<file path="config.mk">
export PLATFORM = sky130hd
export DESIGN_NAME = gtcb_front
export DESIGN_NICKNAME = d
export VERILOG_FILES = /design/src/rtl/core/gtcb_pkg.sv /design/src/rtl/core/gtcb_front.sv
export SDC_FILE = /design/constraint.sdc
export NUM_CORES = 1
export LEC_CHECK = 0
export BUFFER_PORTS_ARGS = -buffer_cell sky130_fd_sc_hd__buf_2
export CAP_MARGIN = 30
export CORE_ASPECT_RATIO = 1.25
export CORE_MARGIN = 2
export CORE_UTILIZATION = 50
export DETAILED_ROUTE_END_ITERATION = 6
export GPL_TIMING_DRIVEN = 1
export PLACE_DENSITY_LB_ADDON = 0.12
export SETUP_SLACK_MARGIN = 0.3
export SLEW_MARGIN = 20
export SYNTH_ARGS = -nofsm -noshare
export SYNTH_HDL_FRONTEND = slang
export SYNTH_SLANG_ARGS = --single-unit
</file>
<file path="constraint.sdc">
create_clock -name clock -period 9.3 [get_ports clock]
set_clock_uncertainty 0.1 [all_clocks]
set_input_delay 0.93 -clock clock [delete_from_list [all_inputs] [get_ports clock]]
set_output_delay 0.93 -clock clock [all_outputs]
set_load 0.03 [all_outputs]
</file>
<file path="src/rtl/core/gtcb_pkg.sv">
// Shared types, constants and the score table for the top-two candidate blender.
`timescale 1ns / 1ps
package gtcb_pkg;

   localparam int EXP_TABLE_DEPTH = 256;
   localparam int EXP_IDX_W = $clog2(EXP_TABLE_DEPTH);
   // The table index quotient never exceeds the depth itself.
   localparam int EXP_K_W = $clog2(EXP_TABLE_DEPTH + 1);

   localparam int D2_W = 34;
   localparam int KNUM_W = D2_W + EXP_K_W;
   localparam int BNUM_W = 37;
   localparam int DIV_NUM_W = (KNUM_W > BNUM_W) ? KNUM_W : BNUM_W;
   localparam int DIV_DEN_W = 35;
   localparam int DIV_Q_W = 17;
   localparam int DIV_CNT_W = $clog2(DIV_Q_W);
   localparam int DIV_WIDE_W = (DIV_DEN_W + DIV_Q_W > DIV_NUM_W) ?
                               (DIV_DEN_W + DIV_Q_W) : DIV_NUM_W;

   localparam logic [15:0] WEAK_LIMIT = 16'd656;

   typedef struct packed {
      logic signed [15:0] x;
      logic signed [15:0] y;
      logic [15:0]        scale;
   } entry_type;

   typedef struct packed {
      logic               is_row;
      logic               last;
      logic signed [15:0] query_x;
      logic signed [15:0] query_y;
      logic [15:0]        query_scale;
      logic [15:0]        confidence;
      logic signed [15:0] source_x;
      logic signed [15:0] source_y;
      entry_type          target;
   } item_type;

   typedef struct packed {
      entry_type   pos;
      logic [15:0] score;
   } result_type;

   typedef struct packed {
      logic                 start;
      logic [DIV_NUM_W-1:0] num;
      logic [DIV_DEN_W-1:0] den;
   } div_req_type;

   typedef struct packed {
      logic               done;
      logic [DIV_Q_W-1:0] quo;
      logic               rem_nz;
   } div_rsp_type;

   typedef logic [16:0] exp_tab_type [EXP_TABLE_DEPTH];

   // Long division for the nonnegative Taylor terms, which stay below 2^32.
   function automatic longint div_small(longint num, longint den);
      longint rem;
      longint quo;
      int b;
      rem = 0;
      quo = 0;
      for (b = 31; b >= 0; b--) begin
         rem = (rem <<< 1) | ((num >>> b) & 64'd1);
         quo = quo <<< 1;
         if (rem >= den) begin
            rem = rem - den;
            quo = quo | 64'd1;
         end
      end
      return quo;
   endfunction

   // Entry k is exp(-16k/depth) in Q.16, built from a Q30 Taylor series
   // times powers of exp(-1).
   function automatic exp_tab_type build_exp_table();
      exp_tab_type t;
      longint x;
      longint n;
      longint f;
      longint term;
      longint sum;
      longint v;
      int k;
      int i;
      longint j;
      for (k = 0; k < EXP_TABLE_DEPTH; k++) begin
         x = ((longint'(k) * 16) <<< 30) / EXP_TABLE_DEPTH;
         n = x >>> 30;
         f = x & 64'h3FFF_FFFF;
         term = 64'd1073741824;
         sum = 64'd1073741824;
         for (i = 1; i <= 16; i++) begin
            term = div_small((term * f) >>> 30, longint'(i));
            if ((i & 1) == 1) sum = sum - term;
            else sum = sum + term;
         end
         v = sum;
         for (j = 0; j < n; j++) v = (v * 64'd395007542) >>> 30;
         if (v < 0) v = 0;
         t[k] = 17'((v + 8192) >>> 14);
      end
      return t;
   endfunction

   localparam exp_tab_type EXP_TABLE = build_exp_table();

endpackage

</file>
<file path="src/rtl/core/gtcb_front.sv">
// Front end: accepts and classifies words into a two-entry queue.
`timescale 1ns / 1ps
module gtcb_front import gtcb_pkg::*; (
   input  logic               clock,
   input  logic               reset,
   input  logic               push,
   output logic               full,
   input  logic               command,
   input  logic signed [15:0] query_x,
   input  logic signed [15:0] query_y,
   input  logic [15:0]        query_scale,
   input  logic [15:0]        confidence,
   input  logic signed [15:0] source_x,
   input  logic signed [15:0] source_y,
   input  logic signed [15:0] target_x,
   input  logic signed [15:0] target_y,
   input  logic [15:0]        target_scale,
   input  logic               last,
   output logic               q_valid,
   output item_type           q_item,
   input  logic               q_pop
);

   item_type   slot_ff [2];
   logic       wr_ptr_ff;
   logic       rd_ptr_ff;
   logic [1:0] count_ff;
   logic       push_ok;
   logic       pop_ok;
   item_type   item_in;

   always_comb begin
      item_in.is_row = command;
      item_in.last = last;
      item_in.query_x = query_x;
      item_in.query_y = query_y;
      item_in.query_scale = query_scale;
      item_in.confidence = confidence;
      item_in.source_x = source_x;
      item_in.source_y = source_y;
      item_in.target.x = target_x;
      item_in.target.y = target_y;
      item_in.target.scale = target_scale;
   end

   assign full = (count_ff == 2'd2);
   assign q_valid = (count_ff != 2'd0);
   assign q_item = slot_ff[rd_ptr_ff];
   assign push_ok = push && !full;
   assign pop_ok = q_pop && q_valid;

   always_ff @(posedge clock) begin
      if (reset) begin
         wr_ptr_ff <= 1'b0;
         rd_ptr_ff <= 1'b0;
         count_ff <= 2'd0;
      end else begin
         if (push_ok) wr_ptr_ff <= !wr_ptr_ff;
         if (pop_ok) rd_ptr_ff <= !rd_ptr_ff;
         count_ff <= count_ff + {1'b0, push_ok} - {1'b0, pop_ok};
      end
   end

   always_ff @(posedge clock) begin
      if (push_ok) slot_ff[wr_ptr_ff] <= item_in;
   end

endmodule

</file>
* After elaboration in Yosys (flattened, before gate mapping)
Memory sizes are Yosys's and may differ from the RTL's. A register that Yosys moved wholly into a read port is not among the register bits.
Index checks and enable logic that the tools add are counted.
** Operators by class
- Mux-type cells :: 4
- Equality and inequality tests :: 1
- Add/sub/neg operators :: 2
- Reductions and logical operators :: 6
** Operators with widths (count)
- 1-bit 2-to-1 mux :: 4
- 1-bit zero test :: 3
- 2-bit by 1-bit adder with 2-bit output :: 1
- 2-bit equality test (second input constant) :: 1
- 1-bit logical AND :: 2
- 2-bit nonzero test :: 1
- 2-bit by 1-bit subtractor with 2-bit output :: 1
** Storage, ports and cells
- Flip-flop bits (word level) :: 4
- Output and inout bits :: 148
- Memories kept :: 1
- Bits in writable memories :: 292
- Input bits :: 150
- Logic and storage cells :: 17
** Memory list
- slot_ff :: depth 2, width 146, rd ports 1, clocked after memory_dff 1, wr ports 1, RTL line gtcb_front.sv:24 : item_type slot_ff [2];

* Longest topological paths before layout
- Depth in word-level cells :: 5
- Depth in mapped cells :: 8
- Depth with buffers taken out :: 8

* Least setup slack after synthesis
OpenSTA, ideal clock, no wires.
- Path kind :: input to register
- From :: in push
- To :: mem slot_ff[0][0] (netlist name) (enable)
- Setup time :: 0.499 ns
- Stages on the path :: 3
- Setup slack :: 4.549 ns
- Required time :: 8.701 ns
- Path buffers :: 0
- Arrival time :: 4.153 ns
- Cells stage by stage :: inv_1 -> or3_1 -> inv_1
** On the way
- Longest elaborated chain between the ends :: 3
** Ends and longest elaborated chain
- start, declared :: RTL line gtcb_front.sv:6 : input logic push,
- 1-bit logical AND :: RTL line gtcb_front.sv:49 : assign push_ok = push && !full;
- 1-bit 2-to-1 mux :: RTL line gtcb_front.sv:65 : if (push_ok) slot_ff[wr_ptr_ff] <= item_in;
- 1-bit 2-to-1 mux (implied by the code) :: RTL line gtcb_front.sv:65
- end, declared :: RTL line gtcb_front.sv:24
No other way between the ends.

==> impl_metrics.yaml <==
run_status:
  run_status: "finished, final reports clean"
sta:
  finalSetupViolations: 0
  final_hold_viol_count: 0
  rsz0062_at_grt: "no"
  tns_ns: 0
  slew_headroom_pct: 41.7
  finalMaxSlewViolations: 0
  post-route-min-period_ns: 3.81
  worst_pin_slew_ns: 0.875
  setup_slack_ns: 5.49
  clock.fmax_mhz: 262
  period_share_pct: 41.0
setup_path:
  crit_fanout: 92
  cp_slowest_cell: "dfxtp_4"
  cp.required_ns: 8.27
  cpPeakStageDelay_ns: 0.84
  crit_path_cell_trace: "buf_6 -> mux2_2 -> buf_2"
  endpoint_kind: "primary output"
  worstSetupPathType: "reg2out"
  crit_arrival_ns: 2.78
  worstSetupStartpointType: "flip-flop"
drt:
  top_layer: "met5"
  route.met3.wl_mm: 1.68
  avgViaCountPerCell: 5.00
  via_count: 5505
  wire_per_inst_microns: 18.6
  wirelength_mm: 20.5
  route.antenna.remaining_nets: 0
  drc: 0
  dr.first_iter.drc_count: 259
  route.met2.wl_mm: 10.9
  wl_met1_mm: 7.26
  firstDrtPassIters: 4
clock_tree:
  cts_sinks: 297
  clockBufferDepth: 3
  clk_pin_slew_worst_paths_ns: 0.06
  cts_resized: 0
  numCtsBuffers: 29
  clockRootBuffer: "clkbuf_16"
  clk_latency_ns: 0.52
  cts_htree_levels: 1
  cts_tree: "built"
  cts_hold_buf: 0
  cts_setup_buffers: 0
die:
  core_sq_um: 21400
  start_util_pct: 50.6
  die-area_sq_um: 22800
  die_x_microns: 136
  die_h_microns: 168
  rows: 60
  ioPinCount: 298
grt:
  antenna_found_initial: 5
  grt_pass1_vias: 5973
  grt_max_degree: 93
  grt.total_usage_pct: 17.2
  grt_overflow: 0
  grt_pass1_wl_mm: 30.3
synthesis:
  synth_nets: 632
  yosysTopAreaCell: "edfxtp_1"
  yosysWarnings: 0
  ys_seq_elements: 297
  synth.distinct_cells: 20
  synth.yosys.seq_area_share_pct: 82.0
  synth_area_sq_um: 10800
  synth_top_area_share_pct: 81.0
  ys_top_cells_by_area: "edfxtp_1 81%, mux2_2 15%, buf_6 1.5%, dfxtp_1 0.93%, ha_1 0.23%"
  syn_area_per_cell_sq_um: 22.5
  syn_inst: 480
job:
  maxCapViolations: 0
cells_and_area:
  n_fill_cell: 1607
  drive_gt1_share_pct: 60.8
  final_nets: 949
  seqCellArea_sq_um: 8870
  multi_input_area_sq_um: 1770
  areaGrowthSynthToFinish_pct: 24.7
pwr:
  static-leakage-power_nw: 5.04
  powerDensity_nw_per_um2: 289
  peakVddDrop_mv: 0.222
placed_design:
  portBuffers: 297
  place_ws_ns: 5.92
  globalplace.congestion: 0.732
  place_hpwl_mm: 13.7
hold_path:
  timing.hold.worst.class: "reg2reg"
power breakdown:
| group | internal (mW) | switching [mW] | leakage (nW) | total [mW] |
|---|---|---|---|---|
| Clock | 0.654 | 0.459 | 0.448 | 1.11 |
| Combinational | 0.370 | 0.692 | 1.82 | 1.06 |
| Sequential | 1.66 | 0.0642 | 2.77 | 1.73 |
| Total | 2.68 | 1.22 | 5.04 | 3.90 |
logic make-up after synthesis:
| kind of cell | after synthesis | share of synthesized area (%) |
|---|---|---|
| compound gates | 3 | 0.162 |
| mux | 146 | 15.2 |
| flops | 297 | 82.0 |
| xor+xnor | 3 | 0.243 |
| fa+ha+maj | 2 | 0.231 |
| simple gates | 9 | 0.463 |
| buf+inv | 20 | 1.73 |
final timing paths:
path | start | to | slack (ns) | cells past startpoint
hold / removal | wr_ptr_ff$_SDFFE_PP0N_ | wr_ptr_ff$_SDFFE_PP0N_ | 0.43 | 2
hold reg to reg | wr_ptr_ff$_SDFFE_PP0N_ | wr_ptr_ff$_SDFFE_PP0N_ | 0.43 | 2
setup reg to reg | count_ff[0]$_SDFF_PP0_ | slot_ff[0][31]$_DFFE_PP_ | 6.49 | 6
setup / recovery | flip-flop | q_item[5] | 5.49 | 3
cells in the mapped netlist:
master    count
a21oi_1       1
and3_2        1
buf_4         2
buf_6        14
dfxtp_1       5
edfxtp_1    292
ha_1          2
inv_1         3
inv_2         1
mux2_2      146
nand2_1       1
nand2b_2      1
nor2_1        3
nor2b_1       1
o21a_1        1
o21ai_0       1
or2_2         1
or3_1         1
xnor2_1       2
xor2_1        1
worst max-delay path: cells and delay by family (launching register included):
| family | cells | cell delay, ns |
|---|---|---|
| buffers and inverters | 2 | 0.95 |
| flip-flops | 1 | 0.84 |
| multiplexers | 1 | 0.45 |
state kept, by name, indices dropped and copies added, names as in the netlist, named ones only:
name and count:
wr_ptr_ff 1, slot_ff 292, count_ff 2, rd_ptr_ff 1
placed cells by master (no fill, tap or decap), types with 3 or more instances in the layout:
cell type   instances
clkinv_1            4
clkinvlp_4          3
edfxtp_1          292
diode_2             4
buf_2             297
clkbuf_16          29
mux2_2            146
clkbuf_1            5
bufinv_16           3
dfxtp_1             4
nor2_1              3
clkinv_2            9
metrics by stage:
stage	instance area (sq um)	hold WS (ns)	cells	power, mW	utilization (%)
finish	13500	0.427	1102	3.90	63.1
global route	13500	0.441	1102	4.06	63.1
CTS	13500	0.418	1098	3.95	63.0
detailed placement	12600	0.412	1045	2.83	58.7
global placement	12500	0.372	1043	2.80	58.5
floorplan	10800	0.351	480	2.56	-
layer usage:
layer / global-route usage (%) / vias up
met2: 31.4 / 223
met5: 0 / -
met4: 6.75 / 2
li1: - / 2547
met3: 4.55 / 49
met1: 19.0 / 2684
layout make-up:
type                       instances  share of cell area, %
sequential                       297                   65.7
multi-input combinational        163                   13.1
timing repair buffer             302                   11.6
inverter                           4                  0.148
tap                              279                   2.59
clock inverter                    19                   1.28
antenna                            4                 0.0742
clock buffer                      34                   5.52
(Power assumes the default switching activity.)
