<file path="config.mk">
export PLATFORM = sky130hd
export DESIGN_NAME = gtcb_div
export DESIGN_NICKNAME = d
export VERILOG_FILES = /design/src/rtl/core/gtcb_pkg.sv /design/src/rtl/core/gtcb_div.sv
export SDC_FILE = /design/constraint.sdc
export NUM_CORES = 1
export LEC_CHECK = 0
export BUFFER_PORTS_ARGS = -buffer_cell sky130_fd_sc_hd__buf_4
export CELL_PAD_IN_SITES_DETAIL_PLACEMENT = 0
export CELL_PAD_IN_SITES_GLOBAL_PLACEMENT = 2
export CORE_ASPECT_RATIO = 0.8
export CORE_MARGIN = 3
export CORE_UTILIZATION = 41
export CTS_BUF_LIST = sky130_fd_sc_hd__clkbuf_4
export CTS_CLUSTER_DIAMETER = 100
export DETAILED_ROUTE_END_ITERATION = 6
export PLACE_DENSITY_LB_ADDON = 0.05
export SLEW_MARGIN = 20
export SYNTH_ARGS = -nofsm -noshare
export SYNTH_HDL_FRONTEND = slang
export SYNTH_SLANG_ARGS = --single-unit
</file>
<file path="constraint.sdc">
create_clock -name clock -period 7.9 [get_ports clock]
set_input_delay 0.79 -clock clock [delete_from_list [all_inputs] [get_ports clock]]
set_output_delay 0.79 -clock clock [all_outputs]
set_load 0.005 [all_outputs]
</file>
<file path="src/rtl/core/gtcb_pkg.sv">
// Shared types, constants and the score table for the top-two candidate blender.
`timescale 1ns / 1ps
package gtcb_pkg;

   localparam int EXP_TABLE_DEPTH = 256;
   localparam int EXP_IDX_W = $clog2(EXP_TABLE_DEPTH);
   // The table index quotient never exceeds the depth itself.
   localparam int EXP_K_W = $clog2(EXP_TABLE_DEPTH + 1);

   localparam int D2_W = 34;
   localparam int KNUM_W = D2_W + EXP_K_W;
   localparam int BNUM_W = 37;
   localparam int DIV_NUM_W = (KNUM_W > BNUM_W) ? KNUM_W : BNUM_W;
   localparam int DIV_DEN_W = 35;
   localparam int DIV_Q_W = 17;
   localparam int DIV_CNT_W = $clog2(DIV_Q_W);
   localparam int DIV_WIDE_W = (DIV_DEN_W + DIV_Q_W > DIV_NUM_W) ?
                               (DIV_DEN_W + DIV_Q_W) : DIV_NUM_W;

   localparam logic [15:0] WEAK_LIMIT = 16'd656;

   typedef struct packed {
      logic signed [15:0] x;
      logic signed [15:0] y;
      logic [15:0]        scale;
   } entry_type;

   typedef struct packed {
      logic               is_row;
      logic               last;
      logic signed [15:0] query_x;
      logic signed [15:0] query_y;
      logic [15:0]        query_scale;
      logic [15:0]        confidence;
      logic signed [15:0] source_x;
      logic signed [15:0] source_y;
      entry_type          target;
   } item_type;

   typedef struct packed {
      entry_type   pos;
      logic [15:0] score;
   } result_type;

   typedef struct packed {
      logic                 start;
      logic [DIV_NUM_W-1:0] num;
      logic [DIV_DEN_W-1:0] den;
   } div_req_type;

   typedef struct packed {
      logic               done;
      logic [DIV_Q_W-1:0] quo;
      logic               rem_nz;
   } div_rsp_type;

   typedef logic [16:0] exp_tab_type [EXP_TABLE_DEPTH];

   // Long division for the nonnegative Taylor terms, which stay below 2^32.
   function automatic longint div_small(longint num, longint den);
      longint rem;
      longint quo;
      int b;
      rem = 0;
      quo = 0;
      for (b = 31; b >= 0; b--) begin
         rem = (rem <<< 1) | ((num >>> b) & 64'd1);
         quo = quo <<< 1;
         if (rem >= den) begin
            rem = rem - den;
            quo = quo | 64'd1;
         end
      end
      return quo;
   endfunction

   // Entry k is exp(-16k/depth) in Q.16, built from a Q30 Taylor series
   // times powers of exp(-1).
   function automatic exp_tab_type build_exp_table();
      exp_tab_type t;
      longint x;
      longint n;
      longint f;
      longint term;
      longint sum;
      longint v;
      int k;
      int i;
      longint j;
      for (k = 0; k < EXP_TABLE_DEPTH; k++) begin
         x = ((longint'(k) * 16) <<< 30) / EXP_TABLE_DEPTH;
         n = x >>> 30;
         f = x & 64'h3FFF_FFFF;
         term = 64'd1073741824;
         sum = 64'd1073741824;
         for (i = 1; i <= 16; i++) begin
            term = div_small((term * f) >>> 30, longint'(i));
            if ((i & 1) == 1) sum = sum - term;
            else sum = sum + term;
         end
         v = sum;
         for (j = 0; j < n; j++) v = (v * 64'd395007542) >>> 30;
         if (v < 0) v = 0;
         t[k] = 17'((v + 8192) >>> 14);
      end
      return t;
   endfunction

   localparam exp_tab_type EXP_TABLE = build_exp_table();

endpackage

</file>
<file path="src/rtl/core/gtcb_div.sv">
// Shared restoring divider, one quotient bit per cycle, most significant first.
`timescale 1ns / 1ps
module gtcb_div import gtcb_pkg::*; (
   input  logic        clock,
   input  logic        reset,
   input  div_req_type req,
   output div_rsp_type rsp
);

   logic                  busy_ff;
   logic                  done_ff;
   logic [DIV_CNT_W-1:0]  cnt_ff;
   logic [DIV_WIDE_W-1:0] rem_ff;
   logic [DIV_DEN_W-1:0]  den_ff;
   logic [DIV_Q_W-1:0]    quo_ff;
   logic [DIV_WIDE_W-1:0] shifted;
   logic                  fits;

   always_comb begin
      shifted = DIV_WIDE_W'(den_ff) << cnt_ff;
      fits = (rem_ff >= shifted);
   end

   always_ff @(posedge clock) begin
      if (reset) begin
         busy_ff <= 1'b0;
         done_ff <= 1'b0;
      end else begin
         done_ff <= busy_ff && (cnt_ff == '0);
         if (req.start) begin
            busy_ff <= 1'b1;
         end else if (busy_ff && (cnt_ff == '0)) begin
            busy_ff <= 1'b0;
         end
      end
   end

   always_ff @(posedge clock) begin
      if (req.start) begin
         rem_ff <= DIV_WIDE_W'(req.num);
         den_ff <= req.den;
         cnt_ff <= DIV_CNT_W'(DIV_Q_W - 1);
         quo_ff <= '0;
      end else if (busy_ff) begin
         if (fits) begin
            rem_ff <= rem_ff - shifted;
            quo_ff[cnt_ff] <= 1'b1;
         end
         cnt_ff <= cnt_ff - 1'b1;
      end
   end

   assign rsp.done = done_ff;
   assign rsp.quo = quo_ff;
   assign rsp.rem_nz = (rem_ff != '0);

endmodule

</file>
# Word level (Yosys, flattened, before mapping)
# Index checks and enable logic that the tools add are counted.
[word_totals] ff_bits=111 latch_bits=0 ram_bits=0 rom_bits=0 inputBits=81 output_inout_bits=19 n_memories=0
[op_classes] add_sub_neg=2 n_mul=0 div=0 n_lt_le_gt_ge=3 n_eq_ne=0 shift=1 n_mux=7 bitwise_logic=1 reduce_logical=9
[op_table] cell="43-bit 2-to-1 mux" n=3
[op_table] cell="52-bit >= comparator" n=1
[op_table] cell="52-bit nonzero test" n=1
[op_table] cell="35-bit by 5-bit << shifter with 52-bit output" n=1
[op_table] cell="52-bit subtractor" n=1
[op_table] cell="17-bit bitwise OR" n=1
[op_table] cell="5-bit by 6-bit less-than comparator with 1-bit output (second input constant)" n=1
[op_table] cell="2-bit nonzero test" n=3
[op_table] cell="1-bit demux with 5-bit select" n=1
[op_table] cell="5-bit by 1-bit >= comparator with 1-bit output (second input constant)" n=1
[op_table] cell="5-bit logical NOT" n=1
[op_table] cell="5-bit by 1-bit subtractor with 5-bit output (second input constant)" n=1
[op_table] cell="2-bit AND reduction" n=2
[op_table] cell="1-bit 2-to-1 mux" n=3
[op_table] cell="1-bit logical AND" n=2

# Logic depth before layout (Yosys ltp)
# Gate-level depths: netlist (run 1).
[depth] ltp_word=5 mapped_depth=21 ltp_nobuf=18

# Worst setup path after synthesis (run 1)
# OpenSTA, ideal clock, no wires.
[synth_timing] kind="register to register" startpoint="register cnt_ff[1]" endpoint="register rem_ff[0] (enable)" setup_ns=0.397 t_arrival_ns=4.495 path_slack_ns=3.007 path_stages_with_launch=20 cell_sequence="dfxtp_1 clkbuf_1 buf_2 buf_1 mux4_2 mux2i_1 nand2_1 nand2_1 nor2_1 a31oi_1 ha_1 buf_2 nand4_2 nor4_2 o211ai_1 a31oi_2 o21ai_2 a31oi_4 a21oi_2 inv_1"
[synth_via] elab_chain_len=4
[synth_rtl] element="start: declaration" line="gtcb_div.sv:12" text="logic [DIV_CNT_W-1:0] cnt_ff;"
[synth_rtl] element="start signal: assignment" line="gtcb_div.sv:42" text="cnt_ff <= DIV_CNT_W'(DIV_Q_W - 1);"
[synth_rtl] element="start signal: assignment" line="gtcb_div.sv:49" text="cnt_ff <= cnt_ff - 1'b1;"
[synth_rtl] element="35-bit by 5-bit << shifter with 52-bit output" line="gtcb_div.sv:20" text="shifted = DIV_WIDE_W'(den_ff) << cnt_ff;"
[synth_rtl] element="52-bit >= comparator" line="gtcb_div.sv:21" text="fits = (rem_ff >= shifted);"
[synth_rtl] element="2-bit nonzero test (no line)"
[synth_rtl] element="2-bit AND reduction (no line)"
[synth_rtl] element="end signal: assignment" line="gtcb_div.sv:40" text="rem_ff <= DIV_WIDE_W'(req.num);"
[synth_rtl] element="end signal: assignment" line="gtcb_div.sv:46" text="rem_ff <= rem_ff - shifted;"
[synth_rtl] element="end: declaration" line="gtcb_div.sv:13" text="logic [DIV_WIDE_W-1:0] rem_ff;"
# No other way between the ends.
# A chain may end at the register's enable or synchronous reset.

# Worst setup path after layout (run 1)
[layout_timing] startpoint="register cnt_ff[1]" endpoint="register rem_ff[1] (enable)"
# Same word-level chain as after synthesis.

==> results of run 1 <==
-- routing by layer --
metal / GRT usage / vias to the layer above
met5: 0 / -
met4: 0.0414 / 0
met3: 0.0349 / 23
met2: 0.339 / 258
met1: 0.381 / 3850
li1: - / 4010
-- sequential cells by signal, summed over array words and instances (netlist names) --
register	cells
rem_ff	52
den_ff	35
quo_ff	17
cnt_ff	5
busy_ff	1
done_ff	1
-- worst paths after layout --
kind | endpoint | slack (ps) | cells past startpoint
setup / recovery | rem_ff[1]$_DFFE_PP_ | 2200 | 17
hold / removal | busy_ff$_SDFFE_PP0P_ | 400 | 2
setup reg to reg | rem_ff[1]$_DFFE_PP_ | 2200 | 17
hold reg to reg | quo_ff[3]$_SDFFE_PP0P_ | 500 | 2
-- cell usage after synthesis (3+ instances only) --
cell	instances
clkbuf_1	35
and3_1	8
mux2i_1	38
o21bai_1	7
o22a_1	5
nor4_1	15
mux4_2	21
nand2_1	154
o211ai_1	5
o21ai_1	4
a21oi_1	89
o21ai_0	98
a22o_1	7
a21boi_1	3
ha_1	57
dfxtp_1	33
nor3_1	20
nand4_1	13
o2111ai_1	6
nor2_1	98
inv_1	22
xnor2_1	26
mux2_2	15
a21o_1	14
nand3_1	22
or3_1	4
nor2b_1	7
buf_1	9
edfxtp_1	78
a211oi_1	8
o21a_1	8
a21oi_2	3
and2_1	4
xor2_1	20
nand2b_1	11
a31oi_1	27
or2_2	3
buf_2	13
-- area by class of cell --
type / instances / area (sq um) / area share
multi-input cells: 856 / 5760 / 0.566
flip-flops and latches: 111 / 3010 / 0.296
repair buffers: 106 / 796 / 0.0782
well taps: 300 / 375 / 0.0369
inverters: 23 / 86.3 / 0.00848
clock inverters: 7 / 71.3 / 0.00701
clock buffers: 9 / 67.6 / 0.00664
diodes: 3 / 7.51 / 0.000738
-- where the power goes --
part	switching [mW]	internal [mW]
registers	0.0879	0.742
clock network	0.235	0.0741
logic	1.15	0.703
total	1.47	1.52
-- per-stage QoR --
step | setup WS, ps | util | std cells | hold WS (ps)
after global placement | 2070 | 0.462 | 1396 | 454
after global routing | 1680 | 0.469 | 1415 | 366
after CTS | 1860 | 0.469 | 1412 | 377
after floorplan | 3010 | - | 1050 | 460
final | 2200 | 0.469 | 1415 | 403
after detailed placement | 1930 | 0.462 | 1396 | 457
-- logic make-up after synthesis --
| group | after synthesis |
|---|---|
| buffers and inverters | 83 |
| adder cells (fa/ha/maj) | 58 |
| multiplexers | 74 |
| AND/OR/NAND/NOR | 369 |
| flip-flops | 111 |
| AO/OA/AOI/OAI | 309 |
| XOR/XNOR | 46 |
-- placed cells by master (no fill, tap or decap), types with 11 or more instances in the layout --
master    instances
mux4_2           21
a21oi_1          89
nand2_1         154
inv_1            22
buf_4           106
a21o_1           14
nand2b_1         11
nand4_1          13
o21ai_0          98
dfxtp_1          30
xnor2_1          26
mux2_2           15
mux2i_1          38
nor4_1           15
nand3_1          22
nor3_1           20
nor2_1           98
xor2_1           20
a31oi_1          27
edfxtp_1         78
ha_1             57
-- critical path: stages, from the launching register on --
cell	delay, ps
dfxtp_2	1010
mux2_2	430
nor2_1	100
a21oi_1	80
mux2_2	330
mux2i_1	270
nor2_1	100
a31oi_1	510
ha_1	370
nand4_1	170
nor2_1	210
nand3_1	140
nor4_1	370
nor4_1	140
a31oi_4	280
a21oi_2	190
inv_1	110
buf_4	490
==> flow_results.xml, run 1 <==
<?xml version="1.0" encoding="UTF-8"?>
<metrics>
  <group name="detailed_routing">
    <metric name="remaining_drc_errors" unit="">0</metric>
    <metric name="dr.pass1.iters" unit="">5</metric>
    <metric name="final_antenna_net_count" unit="">0</metric>
    <metric name="routed-via-count" unit="">8141</metric>
    <metric name="met2_wirelength" unit="um">11600</metric>
    <metric name="met3RoutedLength" unit="um">1750</metric>
    <metric name="route.final.wire_length" unit="um">28800</metric>
    <metric name="route.top_layer_used" unit="">met4</metric>
    <metric name="routed_wire_length_per_instance" unit="um">20.4</metric>
    <metric name="wirelength_met1" unit="um">15000</metric>
    <metric name="avgViaCountPerCell" unit="">5.75</metric>
    <metric name="drt-initial-drc-count" unit="">737</metric>
  </group>
  <group name="power_and_ir_drop">
    <metric name="total_power" unit="mW">2.99</metric>
    <metric name="max_rail_drop_vdd" unit="mV">0.113</metric>
    <metric name="power_density" unit="nW/um^2">294</metric>
    <metric name="leak_pwr" unit="nW">3.92</metric>
  </group>
  <group name="worst_setup_path">
    <metric name="critical_path_class" unit="">reg2reg</metric>
    <metric name="critPathCaptureType" unit="">register</metric>
    <metric name="required_time_of_the_critical_path" unit="ps">8060</metric>
    <metric name="reg2reg_from" unit="">cnt_ff[1]$_SDFFE_PP0P_</metric>
    <metric name="start_kind" unit="">register</metric>
    <metric name="worst-endpoint-arrival" unit="ps">5860</metric>
    <metric name="crit_start" unit="">cnt_ff[1]$_SDFFE_PP0P_</metric>
    <metric name="cp_max_fo" unit="">45</metric>
  </group>
  <group name="logic_synthesis">
    <metric name="cells_after_synthesis" unit="">1050</metric>
    <metric name="ys_seq_area_frac" unit="">0.330</metric>
    <metric name="synth_largest_area_cell" unit="">edfxtp_1</metric>
    <metric name="largest_family_of_logic_cells_by_synthesized_area" unit="">compound AO/OA/AOI/OAI gates</metric>
    <metric name="post_synth_mux_area_share" unit="">0.112</metric>
    <metric name="mappedNetlistNets" unit="">1189</metric>
    <metric name="netlist.area_leader.share" unit="">0.257</metric>
    <metric name="synth_compound_area_frac" unit="">0.213</metric>
    <metric name="synth.yosys.warnings" unit="">0</metric>
    <metric name="mean_instance_size_in_the_synthesized_netlist" unit="sq um">8.67</metric>
    <metric name="synth.cell_area" unit="sq um">9110</metric>
    <metric name="synthSimpleGateAreaFrac" unit="">0.182</metric>
    <metric name="synth.distinct_cells" unit="">70</metric>
    <metric name="ys_ff_latch" unit="">111</metric>
    <metric name="synth-edff-count" unit="">78</metric>
    <metric name="async_reset_ff_frac" unit="">0</metric>
    <metric name="synth_fa_ha_area_frac" unit="">0.0805</metric>
    <metric name="yosys-top-cells-area" unit="">edfxtp_1, ha_1, dfxtp_1</metric>
    <metric name="yosys.area_share.xor_xnor" unit="">0.0442</metric>
    <metric name="yosys_most_used_dff" unit="">edfxtp_1</metric>
  </group>
  <group name="placement">
    <metric name="area_of_placed_instances" unit="sq um">10000</metric>
    <metric name="buffer_ports.inserted" unit="">99</metric>
    <metric name="dp.final_hpwl" unit="um">23000</metric>
    <metric name="gpl.final_weighted_congestion" unit="">0.953</metric>
  </group>
  <group name="timing">
    <metric name="tightest_slew" unit="ps">1010</metric>
    <metric name="clock-skew-final" unit="ps">22.8</metric>
    <metric name="grt_setup_unrepaired" unit="">no</metric>
    <metric name="hold_violation_count_in_the_final_report" unit="">0</metric>
    <metric name="fmax" unit="MHz">175</metric>
    <metric name="setup_violations" unit="">0</metric>
    <metric name="timing.final.max_slew_violations" unit="">0</metric>
    <metric name="final_cycle_share" unit="">0.722</metric>
    <metric name="period_needed" unit="ps">5700</metric>
    <metric name="relative_slew_margins" unit="">0.320</metric>
    <metric name="fin_setup_tns" unit="ps">0</metric>
  </group>
  <group name="floorplanning">
    <metric name="fp.dieArea" unit="sq um">24000</metric>
    <metric name="die-height" unit="um">139</metric>
    <metric name="initial_util" unit="">0.420</metric>
    <metric name="io_pins" unit="">100</metric>
    <metric name="die_w" unit="um">173</metric>
    <metric name="core-area" unit="sq um">21700</metric>
    <metric name="placement_rows" unit="">48</metric>
  </group>
  <group name="clocking">
    <metric name="clk-insertion-delay-late" unit="ps">520</metric>
    <metric name="max-clock-path-buffers" unit="">2</metric>
    <metric name="cts_inserted_buffers" unit="">9</metric>
    <metric name="cts_root_buf" unit="">clkbuf_4</metric>
    <metric name="cts_hold_buf" unit="">0</metric>
    <metric name="post-cts-setup-buffers" unit="">0</metric>
    <metric name="clock-sinks" unit="">111</metric>
    <metric name="worst_path_clk_slew" unit="ps">210</metric>
    <metric name="h-tree-depth" unit="">3</metric>
    <metric name="post_cts_resize_count" unit="">0</metric>
    <metric name="tritoncts_clock_tree" unit="">built</metric>
  </group>
  <group name="grt">
    <metric name="grt-ovfl-total" unit="">0</metric>
    <metric name="grt_pass1_wl" unit="um">45200</metric>
    <metric name="grt_antenna_before_repair" unit="">1</metric>
    <metric name="first_global_vias" unit="">7588</metric>
    <metric name="grt_start_max_net_pins" unit="">76</metric>
    <metric name="grt.total_usage" unit="">0.237</metric>
  </group>
  <group name="worst_hold_path">
    <metric name="min-delay-path-class" unit="">in2reg</metric>
    <metric name="hold_path.startpoint" unit="">reset</metric>
  </group>
  <group name="final_layout">
    <metric name="syn_to_final_growth" unit="%">11.7</metric>
    <metric name="final_layout_size_suffix_gt1_frac" unit="">0.166</metric>
    <metric name="num-nets-final" unit="">1246</metric>
    <metric name="fin_area" unit="sq um">10200</metric>
    <metric name="fillCellCount" unit="">2161</metric>
  </group>
  <group name="flow_run">
    <metric name="cap_violations" unit="">0</metric>
  </group>
  <group name="status">
    <metric name="run_status" unit="">finished clean</metric>
  </group>
</metrics>
No activity file was read; power rests on OpenSTA's default activity.
==> run 2, diff against run 1 <==
CORE_UTILIZATION = 38   (was 41)
clock period = 5.61 ns   (was 7.9 ns; I/O delays follow)
==> run 2 against run 1 <==
- sequential power up 41%
- critical endpoint is now rem_ff[42]$_DFFE_PP_
- die area up 7.6%
- maximum frequency up 10%
- clock power up 55%
- critical path type unchanged
- total power up 43%
- routed wire length up 2.4%
- sequential share of layout area down 0.36 points
- first-iteration DRC count down 12%
- hold slack worse by 230 ps
- final cell count up 1.3%
- sequential cell count unchanged
==> flow_results.xml, run 2 (same netlist as run 1, synthesis figures left out) <==
<?xml version="1.0" encoding="UTF-8"?>
<metrics>
  <group name="worst_hold_path">
    <metric name="hold_path.startpoint" unit="">reset</metric>
    <metric name="min-delay-path-class" unit="">in2reg</metric>
  </group>
  <group name="clocking">
    <metric name="clock-sinks" unit="">111</metric>
    <metric name="post_cts_resize_count" unit="">0</metric>
    <metric name="tritoncts_clock_tree" unit="">built</metric>
    <metric name="cts_inserted_buffers" unit="">9</metric>
    <metric name="cts_root_buf" unit="">clkbuf_4</metric>
    <metric name="cts_hold_buf" unit="">0</metric>
    <metric name="clk-insertion-delay-late" unit="ps">510</metric>
    <metric name="worst_path_clk_slew" unit="ps">210</metric>
    <metric name="post-cts-setup-buffers" unit="">0</metric>
    <metric name="h-tree-depth" unit="">3</metric>
    <metric name="max-clock-path-buffers" unit="">2</metric>
  </group>
  <group name="detailed_routing">
    <metric name="routed_wire_length_per_instance" unit="um">20.6</metric>
    <metric name="routed-via-count" unit="">8142</metric>
    <metric name="remaining_drc_errors" unit="">0</metric>
    <metric name="route.final.wire_length" unit="um">29500</metric>
    <metric name="dr.pass1.iters" unit="">5</metric>
    <metric name="avgViaCountPerCell" unit="">5.68</metric>
    <metric name="drt-initial-drc-count" unit="">651</metric>
    <metric name="final_antenna_net_count" unit="">0</metric>
  </group>
  <group name="floorplanning">
    <metric name="initial_util" unit="">0.388</metric>
    <metric name="io_pins" unit="">100</metric>
    <metric name="placement_rows" unit="">50</metric>
    <metric name="die-height" unit="um">144</metric>
    <metric name="fp.dieArea" unit="sq um">25900</metric>
    <metric name="die_w" unit="um">179</metric>
    <metric name="core-area" unit="sq um">23500</metric>
  </group>
  <group name="worst_setup_path">
    <metric name="required_time_of_the_critical_path" unit="ps">5840</metric>
    <metric name="worst-endpoint-arrival" unit="ps">5400</metric>
    <metric name="cpPeakStageDelay" unit="ps">1070</metric>
    <metric name="cp_slowest_cell" unit="">dfxtp_2</metric>
    <metric name="sequence_of_cells_on_the_critical_path" unit="">mux2_2 &gt; mux2i_1 &gt; nor2_1 &gt; a31oi_1 &gt; ha_1 &gt; nand4_1 &gt; nor2_1 &gt; nand3_1 &gt; nor4_1 &gt; nor4_1 &gt; a31oi_4 &gt; a21oi_2 &gt; inv_1 &gt; buf_12</metric>
    <metric name="reg2reg_slack" unit="ps">440</metric>
    <metric name="reg2reg_from" unit="">cnt_ff[2]$_SDFFE_PP0P_</metric>
    <metric name="start_kind" unit="">register</metric>
    <metric name="critical_path_class" unit="">reg2reg</metric>
    <metric name="crit_start" unit="">cnt_ff[2]$_SDFFE_PP0P_</metric>
    <metric name="critPathCaptureType" unit="">register</metric>
    <metric name="cp_max_fo" unit="">47</metric>
  </group>
  <group name="grt">
    <metric name="first_global_vias" unit="">7575</metric>
    <metric name="grt-ovfl-total" unit="">0</metric>
    <metric name="grt_start_max_net_pins" unit="">86</metric>
    <metric name="grt.total_usage" unit="">0.229</metric>
    <metric name="grt_antenna_before_repair" unit="">1</metric>
    <metric name="grt_pass1_wl" unit="um">45100</metric>
  </group>
  <group name="placement">
    <metric name="gpl.final_weighted_congestion" unit="">0.908</metric>
    <metric name="buffer_ports.inserted" unit="">99</metric>
    <metric name="dp.final_hpwl" unit="um">23600</metric>
    <metric name="area_of_placed_instances" unit="sq um">10100</metric>
  </group>
  <group name="timing">
    <metric name="fin_setup_tns" unit="ps">0</metric>
    <metric name="clock-skew-final" unit="ps">20.1</metric>
    <metric name="grt_setup_unrepaired" unit="">no</metric>
    <metric name="final_cycle_share" unit="">0.922</metric>
    <metric name="fmax" unit="MHz">193</metric>
    <metric name="period_needed" unit="ps">5170</metric>
    <metric name="hold_violation_count_in_the_final_report" unit="">0</metric>
    <metric name="timing.final.max_slew_violations" unit="">0</metric>
    <metric name="tightest_slew" unit="ps">1070</metric>
    <metric name="relative_slew_margins" unit="">0.288</metric>
    <metric name="setup_violations" unit="">0</metric>
  </group>
  <group name="power_and_ir_drop">
    <metric name="max_rail_drop_vdd" unit="mV">0.160</metric>
    <metric name="leak_pwr" unit="nW">3.98</metric>
    <metric name="total_power" unit="mW">4.26</metric>
    <metric name="power_density" unit="nW/um^2">414</metric>
  </group>
  <group name="final_layout">
    <metric name="layout.cells.most_common_list" unit="">nand2_1, buf_4, nor2_1, o21ai_0, a21oi_1</metric>
    <metric name="largest_register_ffs" unit="">52</metric>
    <metric name="syn_to_final_growth" unit="%">13.1</metric>
    <metric name="layout_top_registers" unit="">rem_ff x52, den_ff x35, quo_ff x17</metric>
    <metric name="fin_area" unit="sq um">10300</metric>
    <metric name="num-nets-final" unit="">1254</metric>
    <metric name="layout.cells.most_common" unit="">nand2_1</metric>
    <metric name="regMostFlops" unit="">rem_ff</metric>
    <metric name="final_layout_size_suffix_gt1_frac" unit="">0.172</metric>
  </group>
  <group name="status">
    <metric name="run_status" unit="">finished clean</metric>
  </group>
  <group name="flow_run">
    <metric name="cap_violations" unit="">0</metric>
  </group>
</metrics>
==> run 2: cell types whose count changed in the layout (fill, tap and decap cells not counted), sizes merged <==
cell and change:
buf +8, bufinv +1, clkinv +1, inv -2, diode -1
==> run 2: power by group <==
group	switching, mW	internal (mW)
Combinational	1.60	1.01
Clock	0.330	0.151
Sequential	0.127	1.04
==> run 2: worst paths after layout <==
kind	endpoint	depth (start not counted)
max reg2reg	rem_ff[42]$_DFFE_PP_	14
min	busy_ff$_SDFFE_PP0P_	2
max	rem_ff[42]$_DFFE_PP_	14
min reg2reg	quo_ff[6]$_SDFFE_PP0P_	2
==> run 2: cell type report <==
class	count	area, sq um
Sequential cell	111	3010
Fill cell	2399	13200
Multi-Input combinational cell	856	5760
Inverter	23	86.3
Tap cell	312	390
Antenna cell	2	5.00
Clock inverter	7	100
Clock buffer	9	67.6
Timing Repair Buffer	114	881
==> run 2: per-layer routing <==
| layer | part of all wire | track usage |
|---|---|---|
| met5 | 0 | 0 |
| met4 | 0.010 | 0.0414 |
| met3 | 0.051 | 0.0302 |
| met2 | 0.41 | 0.328 |
| met1 | 0.53 | 0.366 |
==> run 2: through the flow <==
| step | worst slack [ps] | hold WS (ps) | utilization | std cells |
|---|---|---|---|---|
| detailed placement | 347 | 461 | 0.432 | 1416 |
| global placement | 309 | 450 | 0.432 | 1416 |
| CTS | 316 | 139 | 0.439 | 1432 |
| floorplan | 717 | 460 | - | 1050 |
| finish | 439 | 174 | 0.439 | 1434 |
| global route | 151 | 124 | 0.439 | 1434 |
==> run 2: worst max-delay path: cells and delay by family, from the launching register on <==
kind            cells  cell delay (ps)
mux                 2              700
flops               1             1070
fa+ha+maj           1              380
simple gates        6             1330
buf+inv             2              470
compound gates      3              890
